[src/hdl/deq_pkg.sv]
// Package: shared types, codes and controller/datapath handshake structs for the deque.
`default_nettype none

package deq_pkg;

   localparam int DATA_W        = 32;
   localparam int OPC_W         = 3;
   localparam int STS_W         = 2;
   localparam int OCC_W         = 5;
   localparam int DEFAULT_DEPTH = 16;

   typedef logic [OPC_W-1:0]         opcode_type;
   typedef logic [STS_W-1:0]         status_type;
   typedef logic signed [DATA_W-1:0] data_type;

   localparam opcode_type OP_PUSH_FRONT = 3'd0;
   localparam opcode_type OP_PUSH_BACK  = 3'd1;
   localparam opcode_type OP_POP_FRONT  = 3'd2;
   localparam opcode_type OP_POP_BACK   = 3'd3;
   localparam opcode_type OP_FIND       = 3'd4;
   localparam opcode_type OP_CLEAR      = 3'd5;

   localparam status_type ST_OK    = 2'd0;
   localparam status_type ST_EMPTY = 2'd1;
   localparam status_type ST_FULL  = 2'd2;

   // Commands from the controller to the datapath.
   typedef struct packed {
      logic accept;   // latch the incoming request
      logic exec;     // carry out the latched command
      logic fetch;    // load the refill word into front or back
      logic find;     // compare one entry of a search
      logic finish;   // load the result register
   } deq_cmd_type;

   // Status from the datapath to the controller.
   typedef struct packed {
      opcode_type op;
      logic       empty;
      logic       multi;     // more than one element held
      logic       hit;
      logic       last;
      logic       rsp_free;
   } deq_stat_type;

endpackage

`default_nettype wire

[src/hdl/deq_intf.sv]
// Interfaces: request and result channels of the deque.
`default_nettype none

interface deq_req_if import deq_pkg::*; ();
   logic       valid;
   logic       ready;
   opcode_type opcode;
   data_type   data_in;

   modport source (output valid, output opcode, output data_in, input ready);
   modport sink   (input valid, input opcode, input data_in, output ready);
endinterface

interface deq_rsp_if import deq_pkg::*; ();
   logic             valid;
   logic             ready;
   status_type       status;
   data_type         popped_value;
   logic             found;
   logic [OCC_W-1:0] occupancy;
   data_type         front_value;
   data_type         back_value;

   modport source (output valid, output status, output popped_value, output found,
                   output occupancy, output front_value, output back_value, input ready);
   modport sink   (input valid, input status, input popped_value, input found,
                   input occupancy, input front_value, input back_value, output ready);
endinterface

`default_nettype wire

[src/hdl/double_ended_queue_core.sv]
// Top level: bounded double-ended queue over a ring store.
//
//   Channel   Dir  Handshake        Payload
//   req_chan  in   valid / ready    opcode, data_in
//   rsp_chan  out  valid / ready    status, popped_value, found, occupancy,
//                                   front_value, back_value
//
// Push, clear, a pop that empties the queue and any error go from execute straight to result load.
// A pop that leaves one or more words adds a refill step: one extra store read refills the end word.
// Find adds a search step per entry compared (one per cycle on the store read port).
// Reset clears head, count, controller and result valid; the store needs no clearing pass.
// A waiting result stays in the output register; the next request is still taken and
// worked up to its result load, which waits until the output register frees.
`default_nettype none

module double_ended_queue_core import deq_pkg::*; #(
   parameter int DEPTH = DEFAULT_DEPTH
) (
   input  wire logic  clock,
   input  wire logic  reset,
   deq_req_if.sink    req_chan,
   deq_rsp_if.source  rsp_chan
);

   deq_cmd_type  cmd;
   deq_stat_type stat;

   // sequence each request through execute, refill or search, then result load
   deq_ctrl u_deq_ctrl (
      .clock     (clock),
      .reset     (reset),
      .req_valid (req_chan.valid),
      .req_ready (req_chan.ready),
      .stat      (stat),
      .cmd       (cmd)
   );

   // hold the store, pointers, cached end words and the result register
   deq_datapath #(
      .DEPTH (DEPTH)
   ) u_deq_datapath (
      .clock            (clock),
      .reset            (reset),
      .cmd              (cmd),
      .stat             (stat),
      .req_opcode       (req_chan.opcode),
      .req_data_in      (req_chan.data_in),
      .rsp_ready        (rsp_chan.ready),
      .rsp_valid        (rsp_chan.valid),
      .rsp_status       (rsp_chan.status),
      .rsp_popped_value (rsp_chan.popped_value),
      .rsp_found        (rsp_chan.found),
      .rsp_occupancy    (rsp_chan.occupancy),
      .rsp_front_value  (rsp_chan.front_value),
      .rsp_back_value   (rsp_chan.back_value)
   );

endmodule

`default_nettype wire

[src/hdl/deq_ram.sv]
// Generic single-write, single-read RAM with registered read data.
`default_nettype none

module deq_ram #(
   parameter int WIDTH = 32,
   parameter int DEPTH = 16
) (
   input  wire logic                     clock,
   input  wire logic                     wr_en,
   input  wire logic [$clog2(DEPTH)-1:0] wr_addr,
   input  wire logic [WIDTH-1:0]         wr_data,
   input  wire logic                     rd_en,
   input  wire logic [$clog2(DEPTH)-1:0] rd_addr,
   output logic      [WIDTH-1:0]         rd_data
);

   logic [WIDTH-1:0] mem_ff [DEPTH];
   logic [WIDTH-1:0] rd_data_ff;

   always_ff @(posedge clock) begin
      if (wr_en) begin
         mem_ff[wr_addr] <= wr_data;
      end
      if (rd_en) begin
         rd_data_ff <= mem_ff[rd_addr];
      end
   end

   assign rd_data = rd_data_ff;

endmodule

`default_nettype wire

[src/hdl/deq_ctrl.sv]
// Controller: sequences accept, execute, refill, search and result load.
`default_nettype none

module deq_ctrl import deq_pkg::*; (
   input  wire logic         clock,
   input  wire logic         reset,
   input  wire logic         req_valid,
   output logic              req_ready,
   input  wire deq_stat_type stat,
   output deq_cmd_type       cmd
);

   typedef enum logic [2:0] {
      S_IDLE,
      S_EXEC,
      S_FETCH,
      S_FIND,
      S_DONE
   } state_type;

   state_type state_ff;
   state_type state_in;

   always_ff @(posedge clock) begin
      if (reset) begin
         state_ff <= S_IDLE;
      end else begin
         state_ff <= state_in;
      end
   end

   always_comb begin
      state_in  = state_ff;
      cmd       = '0;
      req_ready = 1'b0;
      case (state_ff)
         S_IDLE: begin
            // take nothing while reset is high
            req_ready = !reset;
            if (req_valid && !reset) begin
               cmd.accept = 1'b1;
               state_in   = S_EXEC;
            end
         end
         S_EXEC: begin
            cmd.exec = 1'b1;
            case (stat.op)
               OP_POP_FRONT, OP_POP_BACK: begin
                  state_in = stat.multi ? S_FETCH : S_DONE;
               end
               OP_FIND: begin
                  state_in = stat.empty ? S_DONE : S_FIND;
               end
               default: begin
                  state_in = S_DONE;
               end
            endcase
         end
         S_FETCH: begin
            cmd.fetch = 1'b1;
            state_in  = S_DONE;
         end
         S_FIND: begin
            cmd.find = 1'b1;
            if (stat.hit || stat.last) begin
               state_in = S_DONE;
            end
         end
         S_DONE: begin
            // overlap the next accept with the result load
            if (stat.rsp_free) begin
               cmd.finish = 1'b1;
               req_ready  = 1'b1;
               if (req_valid) begin
                  cmd.accept = 1'b1;
                  state_in   = S_EXEC;
               end else begin
                  state_in = S_IDLE;
               end
            end
         end
         default: begin
            state_in = S_IDLE;
         end
      endcase
   end

endmodule

`default_nettype wire

[src/hdl/deq_datapath.sv]
// Datapath: ring store, head/count pointers, end words and result register.
`default_nettype none

module deq_datapath import deq_pkg::*; #(
   parameter int DEPTH = DEFAULT_DEPTH
) (
   input  wire logic             clock,
   input  wire logic             reset,
   input  wire deq_cmd_type      cmd,
   output deq_stat_type          stat,
   input  wire opcode_type       req_opcode,
   input  wire data_type         req_data_in,
   input  wire logic             rsp_ready,
   output logic                  rsp_valid,
   output status_type            rsp_status,
   output data_type              rsp_popped_value,
   output logic                  rsp_found,
   output logic [OCC_W-1:0]      rsp_occupancy,
   output data_type              rsp_front_value,
   output data_type              rsp_back_value
);

   localparam int AW = $clog2(DEPTH);
   localparam int CW = $clog2(DEPTH + 1);
   localparam int SW = CW + 1;
   localparam logic [SW-1:0] DEPTH_S = SW'(DEPTH);
   localparam logic [CW-1:0] DEPTH_C = CW'(DEPTH);
   localparam logic [AW-1:0] LAST_SLOT = AW'(DEPTH - 1);

   // fold a sum below twice the depth back into a slot
   function automatic logic [AW-1:0] wrap(input logic [SW-1:0] s);
      return (s >= DEPTH_S) ? AW'(s - DEPTH_S) : AW'(s);
   endfunction

   opcode_type       cmd_op_ff, cmd_op_in;
   data_type         cmd_data_ff, cmd_data_in;
   logic [AW-1:0]    head_ff, head_in;
   logic [CW-1:0]    count_ff, count_in;
   logic [CW-1:0]    idx_ff, idx_in;
   data_type         front_ff, front_in;
   data_type         back_ff, back_in;
   status_type       status_ff, status_in;
   data_type         popped_ff, popped_in;
   logic             found_ff, found_in;
   logic             rsp_valid_ff, rsp_valid_in;
   status_type       rsp_status_ff, rsp_status_in;
   data_type         rsp_popped_ff, rsp_popped_in;
   logic             rsp_found_ff, rsp_found_in;
   logic [OCC_W-1:0] rsp_occ_ff, rsp_occ_in;
   data_type         rsp_front_ff, rsp_front_in;
   data_type         rsp_back_ff, rsp_back_in;

   logic             ram_wr_en, ram_rd_en;
   logic [AW-1:0]    ram_wr_addr, ram_rd_addr;
   data_type         ram_rd_data;

   logic [SW-1:0]    head_s, count_s, idx_s;
   logic [AW-1:0]    head_dec, head_inc, tail_slot, back_prev_slot, find_next;
   logic             is_empty, is_full, is_multi, hit, last;

   assign head_s   = SW'(head_ff);
   assign count_s  = SW'(count_ff);
   assign idx_s    = SW'(idx_ff);
   assign is_empty = (count_ff == '0);
   assign is_full  = (count_ff == DEPTH_C);
   assign is_multi = (count_ff > CW'(1));

   assign head_dec       = (head_ff == '0) ? LAST_SLOT : head_ff - AW'(1);
   assign head_inc       = wrap(head_s + SW'(1));
   assign tail_slot      = wrap(head_s + count_s);
   assign back_prev_slot = wrap(head_s + count_s - SW'(2));
   assign find_next      = wrap(head_s + idx_s + SW'(1));

   assign hit  = (ram_rd_data == cmd_data_ff);
   assign last = ((idx_ff + CW'(1)) == count_ff);

   assign stat.op       = cmd_op_ff;
   assign stat.empty    = is_empty;
   assign stat.multi    = is_multi;
   assign stat.hit      = hit;
   assign stat.last     = last;
   assign stat.rsp_free = !rsp_valid_ff || rsp_ready;

   deq_ram #(
      .WIDTH (DATA_W),
      .DEPTH (DEPTH)
   ) u_deq_ram (
      .clock   (clock),
      .wr_en   (ram_wr_en),
      .wr_addr (ram_wr_addr),
      .wr_data (cmd_data_ff),
      .rd_en   (ram_rd_en),
      .rd_addr (ram_rd_addr),
      .rd_data (ram_rd_data)
   );

   // store port steering
   always_comb begin
      ram_wr_en   = 1'b0;
      ram_wr_addr = head_dec;
      ram_rd_en   = 1'b0;
      ram_rd_addr = head_ff;
      if (cmd.exec) begin
         case (cmd_op_ff)
            OP_PUSH_FRONT: begin
               ram_wr_en   = !is_full;
               ram_wr_addr = head_dec;
            end
            OP_PUSH_BACK: begin
               ram_wr_en   = !is_full;
               ram_wr_addr = tail_slot;
            end
            OP_POP_FRONT: begin
               ram_rd_en   = is_multi;
               ram_rd_addr = head_inc;
            end
            OP_POP_BACK: begin
               ram_rd_en   = is_multi;
               ram_rd_addr = back_prev_slot;
            end
            OP_FIND: begin
               ram_rd_en   = !is_empty;
               ram_rd_addr = head_ff;
            end
            default: begin
            end
         endcase
      end else if (cmd.find) begin
         ram_rd_en   = 1'b1;
         ram_rd_addr = find_next;
      end
   end

   always_comb begin
      cmd_op_in     = cmd_op_ff;
      cmd_data_in   = cmd_data_ff;
      head_in       = head_ff;
      count_in      = count_ff;
      idx_in        = idx_ff;
      front_in      = front_ff;
      back_in       = back_ff;
      status_in     = status_ff;
      popped_in     = popped_ff;
      found_in      = found_ff;
      rsp_valid_in  = rsp_valid_ff;
      rsp_status_in = rsp_status_ff;
      rsp_popped_in = rsp_popped_ff;
      rsp_found_in  = rsp_found_ff;
      rsp_occ_in    = rsp_occ_ff;
      rsp_front_in  = rsp_front_ff;
      rsp_back_in   = rsp_back_ff;

      if (cmd.accept) begin
         cmd_op_in   = req_opcode;
         cmd_data_in = req_data_in;
      end

      if (cmd.exec) begin
         status_in = ST_OK;
         popped_in = '0;
         found_in  = 1'b0;
         idx_in    = '0;
         case (cmd_op_ff)
            OP_PUSH_FRONT: begin
               if (is_full) begin
                  status_in = ST_FULL;
               end else begin
                  head_in  = head_dec;
                  count_in = count_ff + CW'(1);
                  front_in = cmd_data_ff;
                  if (is_empty) begin
                     back_in = cmd_data_ff;
                  end
               end
            end
            OP_PUSH_BACK: begin
               if (is_full) begin
                  status_in = ST_FULL;
               end else begin
                  count_in = count_ff + CW'(1);
                  back_in  = cmd_data_ff;
                  if (is_empty) begin
                     front_in = cmd_data_ff;
                  end
               end
            end
            OP_POP_FRONT: begin
               if (is_empty) begin
                  status_in = ST_EMPTY;
               end else begin
                  popped_in = front_ff;
                  head_in   = head_inc;
                  count_in  = count_ff - CW'(1);
               end
            end
            OP_POP_BACK: begin
               if (is_empty) begin
                  status_in = ST_EMPTY;
               end else begin
                  popped_in = back_ff;
                  count_in  = count_ff - CW'(1);
               end
            end
            OP_CLEAR: begin
               head_in  = '0;
               count_in = '0;
            end
            default: begin
            end
         endcase
      end

      if (cmd.fetch) begin
         if (cmd_op_ff == OP_POP_FRONT) begin
            front_in = ram_rd_data;
         end else begin
            back_in = ram_rd_data;
         end
      end

      if (cmd.find) begin
         found_in = hit;
         idx_in   = idx_ff + CW'(1);
      end

      if (cmd.finish) begin
         rsp_valid_in  = 1'b1;
         rsp_status_in = status_ff;
         rsp_popped_in = popped_ff;
         rsp_found_in  = found_ff;
         rsp_occ_in    = OCC_W'(count_ff);
         rsp_front_in  = is_empty ? '0 : front_ff;
         rsp_back_in   = is_empty ? '0 : back_ff;
      end else if (rsp_ready) begin
         rsp_valid_in = 1'b0;
      end
   end

   always_ff @(posedge clock) begin
      if (reset) begin
         head_ff      <= '0;
         count_ff     <= '0;
         rsp_valid_ff <= 1'b0;
      end else begin
         head_ff      <= head_in;
         count_ff     <= count_in;
         rsp_valid_ff <= rsp_valid_in;
      end
   end

   always_ff @(posedge clock) begin
      cmd_op_ff     <= cmd_op_in;
      cmd_data_ff   <= cmd_data_in;
      idx_ff        <= idx_in;
      front_ff      <= front_in;
      back_ff       <= back_in;
      status_ff     <= status_in;
      popped_ff     <= popped_in;
      found_ff      <= found_in;
      rsp_status_ff <= rsp_status_in;
      rsp_popped_ff <= rsp_popped_in;
      rsp_found_ff  <= rsp_found_in;
      rsp_occ_ff    <= rsp_occ_in;
      rsp_front_ff  <= rsp_front_in;
      rsp_back_ff   <= rsp_back_in;
   end

   assign rsp_valid        = rsp_valid_ff;
   assign rsp_status       = rsp_status_ff;
   assign rsp_popped_value = rsp_popped_ff;
   assign rsp_found        = rsp_found_ff;
   assign rsp_occupancy    = rsp_occ_ff;
   assign rsp_front_value  = rsp_front_ff;
   assign rsp_back_value   = rsp_back_ff;

endmodule

`default_nettype wire

[src/flat_wrapper.sv]
// flat-port wrapper written by rule: the top's interface ports become plain ports
module double_ended_queue_core_flat import deq_pkg::*;
#(
   parameter int DEPTH = DEFAULT_DEPTH
)
  (clock, reset, req_chan_valid, req_chan_opcode, req_chan_data_in, req_chan_ready, rsp_chan_valid, rsp_chan_status, rsp_chan_popped_value, rsp_chan_found, rsp_chan_occupancy, rsp_chan_front_value, rsp_chan_back_value, rsp_chan_ready);
  deq_req_if req_chan_i ();
  deq_rsp_if rsp_chan_i ();
  input  wire logic clock;
  input  wire logic reset;
  input wire logic [$bits(req_chan_i.valid)-1:0] req_chan_valid;
  input wire logic [$bits(req_chan_i.opcode)-1:0] req_chan_opcode;
  input wire logic [$bits(req_chan_i.data_in)-1:0] req_chan_data_in;
  output wire logic [$bits(req_chan_i.ready)-1:0] req_chan_ready;
  output wire logic [$bits(rsp_chan_i.valid)-1:0] rsp_chan_valid;
  output wire logic [$bits(rsp_chan_i.status)-1:0] rsp_chan_status;
  output wire logic [$bits(rsp_chan_i.popped_value)-1:0] rsp_chan_popped_value;
  output wire logic [$bits(rsp_chan_i.found)-1:0] rsp_chan_found;
  output wire logic [$bits(rsp_chan_i.occupancy)-1:0] rsp_chan_occupancy;
  output wire logic [$bits(rsp_chan_i.front_value)-1:0] rsp_chan_front_value;
  output wire logic [$bits(rsp_chan_i.back_value)-1:0] rsp_chan_back_value;
  input wire logic [$bits(rsp_chan_i.ready)-1:0] rsp_chan_ready;
  assign req_chan_i.valid = req_chan_valid;
  assign req_chan_i.opcode = req_chan_opcode;
  assign req_chan_i.data_in = req_chan_data_in;
  assign req_chan_ready = req_chan_i.ready;
  assign rsp_chan_valid = rsp_chan_i.valid;
  assign rsp_chan_status = rsp_chan_i.status;
  assign rsp_chan_popped_value = rsp_chan_i.popped_value;
  assign rsp_chan_found = rsp_chan_i.found;
  assign rsp_chan_occupancy = rsp_chan_i.occupancy;
  assign rsp_chan_front_value = rsp_chan_i.front_value;
  assign rsp_chan_back_value = rsp_chan_i.back_value;
  assign rsp_chan_i.ready = rsp_chan_ready;
  double_ended_queue_core #(.DEPTH(DEPTH)) u_core (.clock(clock), .reset(reset), .req_chan(req_chan_i), .rsp_chan(rsp_chan_i));
endmodule
[config.mk]
export PLATFORM = sky130hd
export DESIGN_NAME = double_ended_queue_core_flat
export DESIGN_NICKNAME = d
export VERILOG_FILES = /design/src/hdl/deq_pkg.sv /design/src/hdl/deq_intf.sv /design/src/hdl/double_ended_queue_core.sv /design/src/hdl/deq_ram.sv /design/src/hdl/deq_ctrl.sv /design/src/hdl/deq_datapath.sv /design/src/flat_wrapper.sv
export SDC_FILE = /design/constraint.sdc
export NUM_CORES = 1
export LEC_CHECK = 0
export BUFFER_PORTS_ARGS = -buffer_cell sky130_fd_sc_hd__buf_4
export CORE_UTILIZATION = 55
export CTS_CLUSTER_DIAMETER = 80
export DETAILED_ROUTE_END_ITERATION = 7
export PLACE_DENSITY = 0.72
export SYNTH_ARGS = -nofsm -noshare
export SYNTH_HDL_FRONTEND = slang
export SYNTH_SLANG_ARGS = --single-unit
[constraint.sdc]
create_clock -name clock -period 5.15 [get_ports clock]
set_input_delay 0.2575 -clock clock [delete_from_list [all_inputs] [get_ports clock]]
set_output_delay 0.2575 -clock clock [all_outputs]
set_load 0.05 [all_outputs]
== Word level (Yosys, flattened, before mapping) ==
Memories as Yosys holds them, arrays and structs flattened. A register that Yosys moved wholly into a read port is not among the register bits.
Cells that the tools add are included.
Storage, ports and cells
  output and inout port bits: 106
  memories: 1
  logic and storage cells: 143
  register bits: 256
  bits of input ports: 39
  bits in writable memories: 512
Operators by class
  order comparisons: 5
  muxes and demuxes: 67
  add/subtract/negate cells: 13
  eq/ne operators: 19
  reductions and logical operators: 20
Memory list
  u_core.u_deq_datapath.u_deq_ram.mem_ff: depth 16, width 32, rd ports 1, clocked after memory_dff 1, write ports 1, line deq_ram.sv:17  | logic [WIDTH-1:0] mem_ff [DEPTH];
Operator list (number)
  two-way mux 32 bit: 14
  one-hot mux 32 bit (2 select lines): 3
  two-way mux 4 bit: 11
  equality test 32 bit: 1
  two-way mux 1 bit: 20
  two-way mux 5 bit: 4
  subtractor 4 x 1 -> 4 bit, second input constant: 5
  greater-or-equal comparator 6 x 5 -> 1 bit, second input constant: 3
  two-way mux 3 bit: 5
  one-hot mux 3 bit (5 select lines): 1
  one-hot mux 5 bit (3 select lines): 1
  adder 4 x 5 -> 6 bit: 2
  equality test 3 x 2 -> 1 bit, second input constant: 4
  != test 2 bit, second input constant: 6
  one-hot mux 4 bit (3 select lines): 1
  adder 5 x 1 -> 5 bit, second input constant: 2
  equality test 3 bit, second input constant: 3
  one-hot mux 4 bit (2 select lines): 1
  AND reduction 4 bit: 2
  adder 6 x 1 -> 6 bit, second input constant: 1
  equality test 3 x 1 -> 1 bit, second input constant: 2
  zero test 3 bit: 2
  one-hot mux 1 bit (2 select lines): 3
  one-hot mux 3 bit (2 select lines): 1
  19 further kinds: 26

== Longest topological paths before layout ==
  depth after elaboration: 7
  depth in mapped cells: 12
  gate-level depth less buffers: 9

== By module ==
From an unflattened synthesis, not the netlist that was laid out.
Second synthesis, totals
  cells, all modules: 1686
  area total of the unflattened synthesis: 30987.2 um2
Modules (own cells, without submodules)
  deq_ram: seq. area each 16335.7 um2, area an instance 20155.6 um2, cells each 838, times used 1
  deq_datapath: seq. area each 6856.6 um2, area an instance 10582.6 um2, cells each 818, times used 1
  deq_ctrl: seq. area each 60.1 um2, area an instance 249.0 um2, cells each 30, times used 1

== Worst setup path after synthesis ==
OpenSTA, ideal clock, no wires.
  path type: register to register
  from: register u_core.u_deq_ctrl.state_ff[1]
  to: register u_core.u_deq_datapath.rsp_back_ff[0], in the netlist u_core.u_deq_datapath.rsp_back_value[0], enable pin
  cell stages (with the launch flop): 5
  data required time: 4582 ps
  library setup time: 568 ps
  buffers on the path: 1
  arrival: 5070 ps
  clock period less this slack: 5637 ps
  path slack: -487 ps
  cells stage by stage: dfxtp_1 buf_2 nor2_1 nand2_1 nor2_1
RTL lines
  start: declaration: line deq_ctrl.sv:21  | state_type state_ff;
  start signal: assignment: line deq_ctrl.sv:28  | state_ff <= state_in;
  end signal: assignment: line deq_datapath.sv:265  | rsp_back_ff <= rsp_back_in;
  end: declaration: line deq_datapath.sv:51  | data_type rsp_back_ff, rsp_back_in;

== Final worst setup path ==
  from: register u_core.u_deq_datapath.count_ff[0]
  to: register u_core.u_deq_datapath.u_deq_ram.rd_data_ff[25], in the netlist u_core.u_deq_datapath.u_deq_ram.rd_data[25] (read register of u_core.u_deq_datapath.u_deq_ram.mem_ff), data pin
On the way
  cells in the longest elaborated chain, start to end: 6
  elaborated cells on any way between the ends: 12
  classes of those cells: add/sub (3); order compare (2); mux (5); reduce/logical (2)
Ends and longest elaborated chain
  start: declaration: line deq_datapath.sv:38  | logic [CW-1:0] count_ff, count_in;
  start signal: assignment: line deq_datapath.sv:246  | count_ff <= count_in;
  adder 4 x 5 -> 6 bit: line deq_datapath.sv:71  | assign back_prev_slot = wrap(head_s + count_s - SW'(2));
  subtractor 6 x 2 -> 6 bit: line deq_datapath.sv:71
  greater-or-equal comparator 6 x 5 -> 1 bit / subtractor 4 x 1 -> 4 bit (equally long branches): line deq_datapath.sv:32  | return (s >= DEPTH_S) ? AW'(s - DEPTH_S) : AW'(s);
  two-way mux 4 bit: line deq_datapath.sv:32
  one-hot mux 4 bit (2 select lines): line deq_datapath.sv:104  | case (cmd_op_ff)
  two-way mux 4 bit: line deq_datapath.sv:103  | if (cmd.exec) begin
  end: declaration: line deq_ram.sv:18  | logic [WIDTH-1:0] rd_data_ff;
Several ways; a longest one is shown, not always the timed one.
A chain may end at the register's enable or synchronous reset.

==> metrics.txt <==
Max VDD drop=0.3004 mV; Fmax=between 0.2 and 0.3 GHz; Total Power=14.63 mW; met3 Use GR=0.03235; Synth top area share=0.6603; Yosys top cell by area=edfxtp_1; Post-synth EDFFs=723; fraction of registers with async set/reset=0; worst-path fanout max=52; largest net degree at the start of global routing=122; RSZ-0062 raised after global routing=no; final hold violation count=0; Final period util=0.7384; Primary FF master, synth=edfxtp_1; Final GP Congestion=0.9226; Simple-Gate Fraction of Synth Area=0.04426; half-perimeter wire length after placement=between 40 and 50 mm; root buffer selected by CTS=clkbuf_16; GR Overflow Total=0; type of the worst setup path=reg -> reg; Die H=246.5 µm; Ys Warns=0; # IOs=between 100 and 150; Adder-Cell Fraction of Synth Area=0.006165; Yosys reg bits=800; clk_lat worst skew=between 0.6 and 0.7 ns; Final setup viols=0; post-synthesis mux area share=0.1738; mapped cell area=0.03288 mm²; Max Cap Viol=0; die area=roughly 0.061 mm²; Detail Route Antenna Nets=0; CP required=approximately 5.5 ns; outcome=completed; initial antenna violation count=0; CP peak stage delay=~0.66 ns; DR iter-0 viols=1340; fin crit period=3.803 ns; CTS tree=done; Synth Area in XOR/XNOR=0.01343; met1 Usage GRT=0.3240; vias in the first global route=17610; GR Util met2=0.3820; row count=about 90; Setup Skew=around 0.028 ns; Port Buffer Count=144; Pre-antenna DRT Iters=5; Hold Path Origin=req_chan_valid; FF-to-FF path depth=9; Final Non-Filler Cells=3076; Hold Crit Class=in -> reg; largest family of logic cells by synthesized area=multiplexers; Worst R2R End=u_core.u_deq_datapath.u_deq_ram.rd_data[25]; fillers=4156; crit path DAT=4.16 ns; Synth Area per Inst=16.28 µm²; worst-path cell chain=ha_1 -> fa_1 -> mux2i_1 -> o31ai_2 -> a21oi_4 -> buf_12 -> mux2i_1 -> mux2i_1 -> mux2i_1; LEAKAGE=roughly 12 nW; Compound-Gate Fraction of Synth Area=0.03082; # diodes=0; Mapped Nets=2074; area delta synth->final=15.41%; WL/cell=22.82 µm; slew margin rel.=0.1885; # nets final=2291; chip width=246.5 µm; floorplan core area=0.05902 mm²; H-tree levels=3; first-pass GRT wire length=approximately 110 mm; Setup crit start kind=flop; Post-Route WL=between 70 and 80 mm; Hold Path Cell Cnt=5; CTS buffer count=81; Initial Util=0.5571; Synth Instances=2020; most used cell, CP=mux2i_1; aggregate negative setup slack=0 ns; synth unique cells=61; pwr dens=385.4 mW/mm²; CP max-delay cell=a21oi_4; clock buffer depth=3; share of layout cells above drive strength 1=0.1559; GRT Util Overall=0.2329; Setup Fix Bufs, Post-CTS=0; DRC errors left=0; Fin Hold WS=between 0.09 and 0.1 ns; clock-pin slew on the worst setup and hold paths=0.07 ns; Clock Sinks=800; final-report max-slew violation count=0; register area share after synthesis=0.7072; busiest grt layer=met2; Hold EP=u_core.u_deq_ctrl.state_ff[0]; FF-to-FF setup slack=roughly 1.3 ns; dpl cells=2890; critical path endpoint category=flop; worst r2r src=u_core.u_deq_datapath.count_ff[0]; Area contributors post-synth=edfxtp_1 66%, mux2i_1 17%, dfxtp_1 4.7%; DR vias/cell=5.723; via count=17600; measured slew at the worst slew-check pin=1.217 ns
[cell families after synthesis]
kind of cell | Yosys count
DFF | 800
adders and majority gates | 15
AOI/OAI and AO/OA | 170
muxes | 571
buffers and inverters | 118
xor gates and xnor gates | 48
and+or+nand+nor | 298
[final cells by class]
type | count | area [µm²] | share of cell area
inverters | 11 | 41.29 | 0.001088
flip-flops and latches | 800 | 23250 | 0.6128
clock buffers | 105 | 2188 | 0.05767
multi-input cells | 1102 | 9011 | 0.2375
repair buffers | 241 | 2027 | 0.05342
clock inverters | 44 | 459.2 | 0.01210
well taps | 773 | 967.2 | 0.02549
[where the power goes]
| part | internal (mW) | total, mW | switching [mW] |
|---|---|---|---|
| logic | 0.508 | 1.21 | 0.697 |
| registers | 7.43 | 7.61 | 0.186 |
| clock network | 3.37 | 5.81 | 2.43 |
| total | 11.3 | 14.6 | 3.32 |
[sequential cells by signal (all words and copies together), names as in the netlist, 3 cells and up]
signal                                   cells
u_core.u_deq_datapath.rsp_occupancy          5
u_core.u_deq_ctrl.state_ff                   3
u_core.u_deq_datapath.head_ff                4
u_core.u_deq_datapath.u_deq_ram.mem_ff     512
u_core.u_deq_datapath.idx_ff                 5
u_core.u_deq_datapath.cmd_op_ff              3
u_core.u_deq_datapath.back_ff               32
u_core.u_deq_datapath.rsp_back_value        32
u_core.u_deq_datapath.rsp_popped_value      32
u_core.u_deq_datapath.cmd_data_ff           32
u_core.u_deq_datapath.popped_ff             32
u_core.u_deq_datapath.u_deq_ram.rd_data     32
u_core.u_deq_datapath.count_ff               5
u_core.u_deq_datapath.front_ff              32
u_core.u_deq_datapath.rsp_front_value       32
[per-layer routing]
| layer | part of all wire | vias up | wire (µm) |
|---|---|---|---|
| met2 | 0.48 | 522 | 33940 |
| li1 | - | 8116 | - |
| met5 | 0 | - | 0 |
| met3 | 0.053 | 98 | 3718 |
| met4 | 0.020 | 0 | 1406 |
| met1 | 0.44 | 8867 | 31140 |
[through the flow]
step	setup slack, ns	utilization	instance area (µm²)
after floorplan	1.263	-	32880
after global placement	1.497	0.5918	34930
after detailed placement	1.348	0.5918	34930
after CTS	1.286	0.6430	37950
after global routing	1.147	0.6430	37950
final	1.347	0.6430	37950
[cell usage in the layout (no fill, tap or decap), types with 18 or more instances in the layout]
master | synthesis | layout
o21ai_1 | 30 | 29
and2_1 | 66 | 65
nand2_1 | 66 | 65
a21oi_1 | 63 | 63
nor2_4 | 0 | 18
dlygate4sd3_1 | 0 | 37
dfxtp_1 | 77 | 77
xnor2_1 | 38 | 38
o21ai_0 | 33 | 33
clkbuf_16 | 0 | 82
mux2i_1 | 571 | 571
nor2_1 | 106 | 89
clkbuf_1 | 30 | 18
buf_4 | 9 | 194
edfxtp_1 | 723 | 723
[worst max path at each step]
stage	start	end	cells past startpoint
2_1_floorplan	u_core.u_deq_ctrl.state_ff[1]	u_core.u_deq_datapath.rsp_back_value[0]	4
3_3_place_gp	u_core.u_deq_datapath.count_ff[0]	u_core.u_deq_datapath.u_deq_ram.rd_data[6]	9
6_report	u_core.u_deq_datapath.count_ff[0]	u_core.u_deq_datapath.u_deq_ram.rd_data[25]	9
5_1_grt	u_core.u_deq_datapath.count_ff[0]	u_core.u_deq_datapath.u_deq_ram.rd_data[0]	9
3_5_place_dp	u_core.u_deq_datapath.count_ff[0]	u_core.u_deq_datapath.u_deq_ram.rd_data[0]	9
4_1_cts	u_core.u_deq_datapath.count_ff[0]	u_core.u_deq_datapath.u_deq_ram.rd_data[0]	9
[cells in the mapped netlist (all sizes together), types with 4 or more instances]
library cell	instances
a21oi	67
and2	66
buf	77
clkbuf	30
dfxtp	77
edfxtp	723
ha	13
inv	11
mux2i	571
nand2	66
nand2b	8
nand3	10
nand4	10
nor2	108
nor3	9
o211ai	8
o21a	4
o21ai	63
o22ai	5
xnor2	39
xor2	8
[critical path: cells and delay by family (launching register included)]
| family | cells | cell delay (ns) |
|---|---|---|
| multiplexers | 4 | 0.87 |
| adder cells (fa/ha/maj) | 2 | 0.79 |
| AO/OA/AOI/OAI | 2 | 0.79 |
| flip-flops | 1 | 0.62 |
| buffers and inverters | 1 | 0.38 |
[repair_timing]
item | in CTS | in global routing
hold endpoints to repair | 47 | 0
hold buffers | 37 | 0
gates resized for setup | 0 | 0
Power figures use the tool's default switching activity.
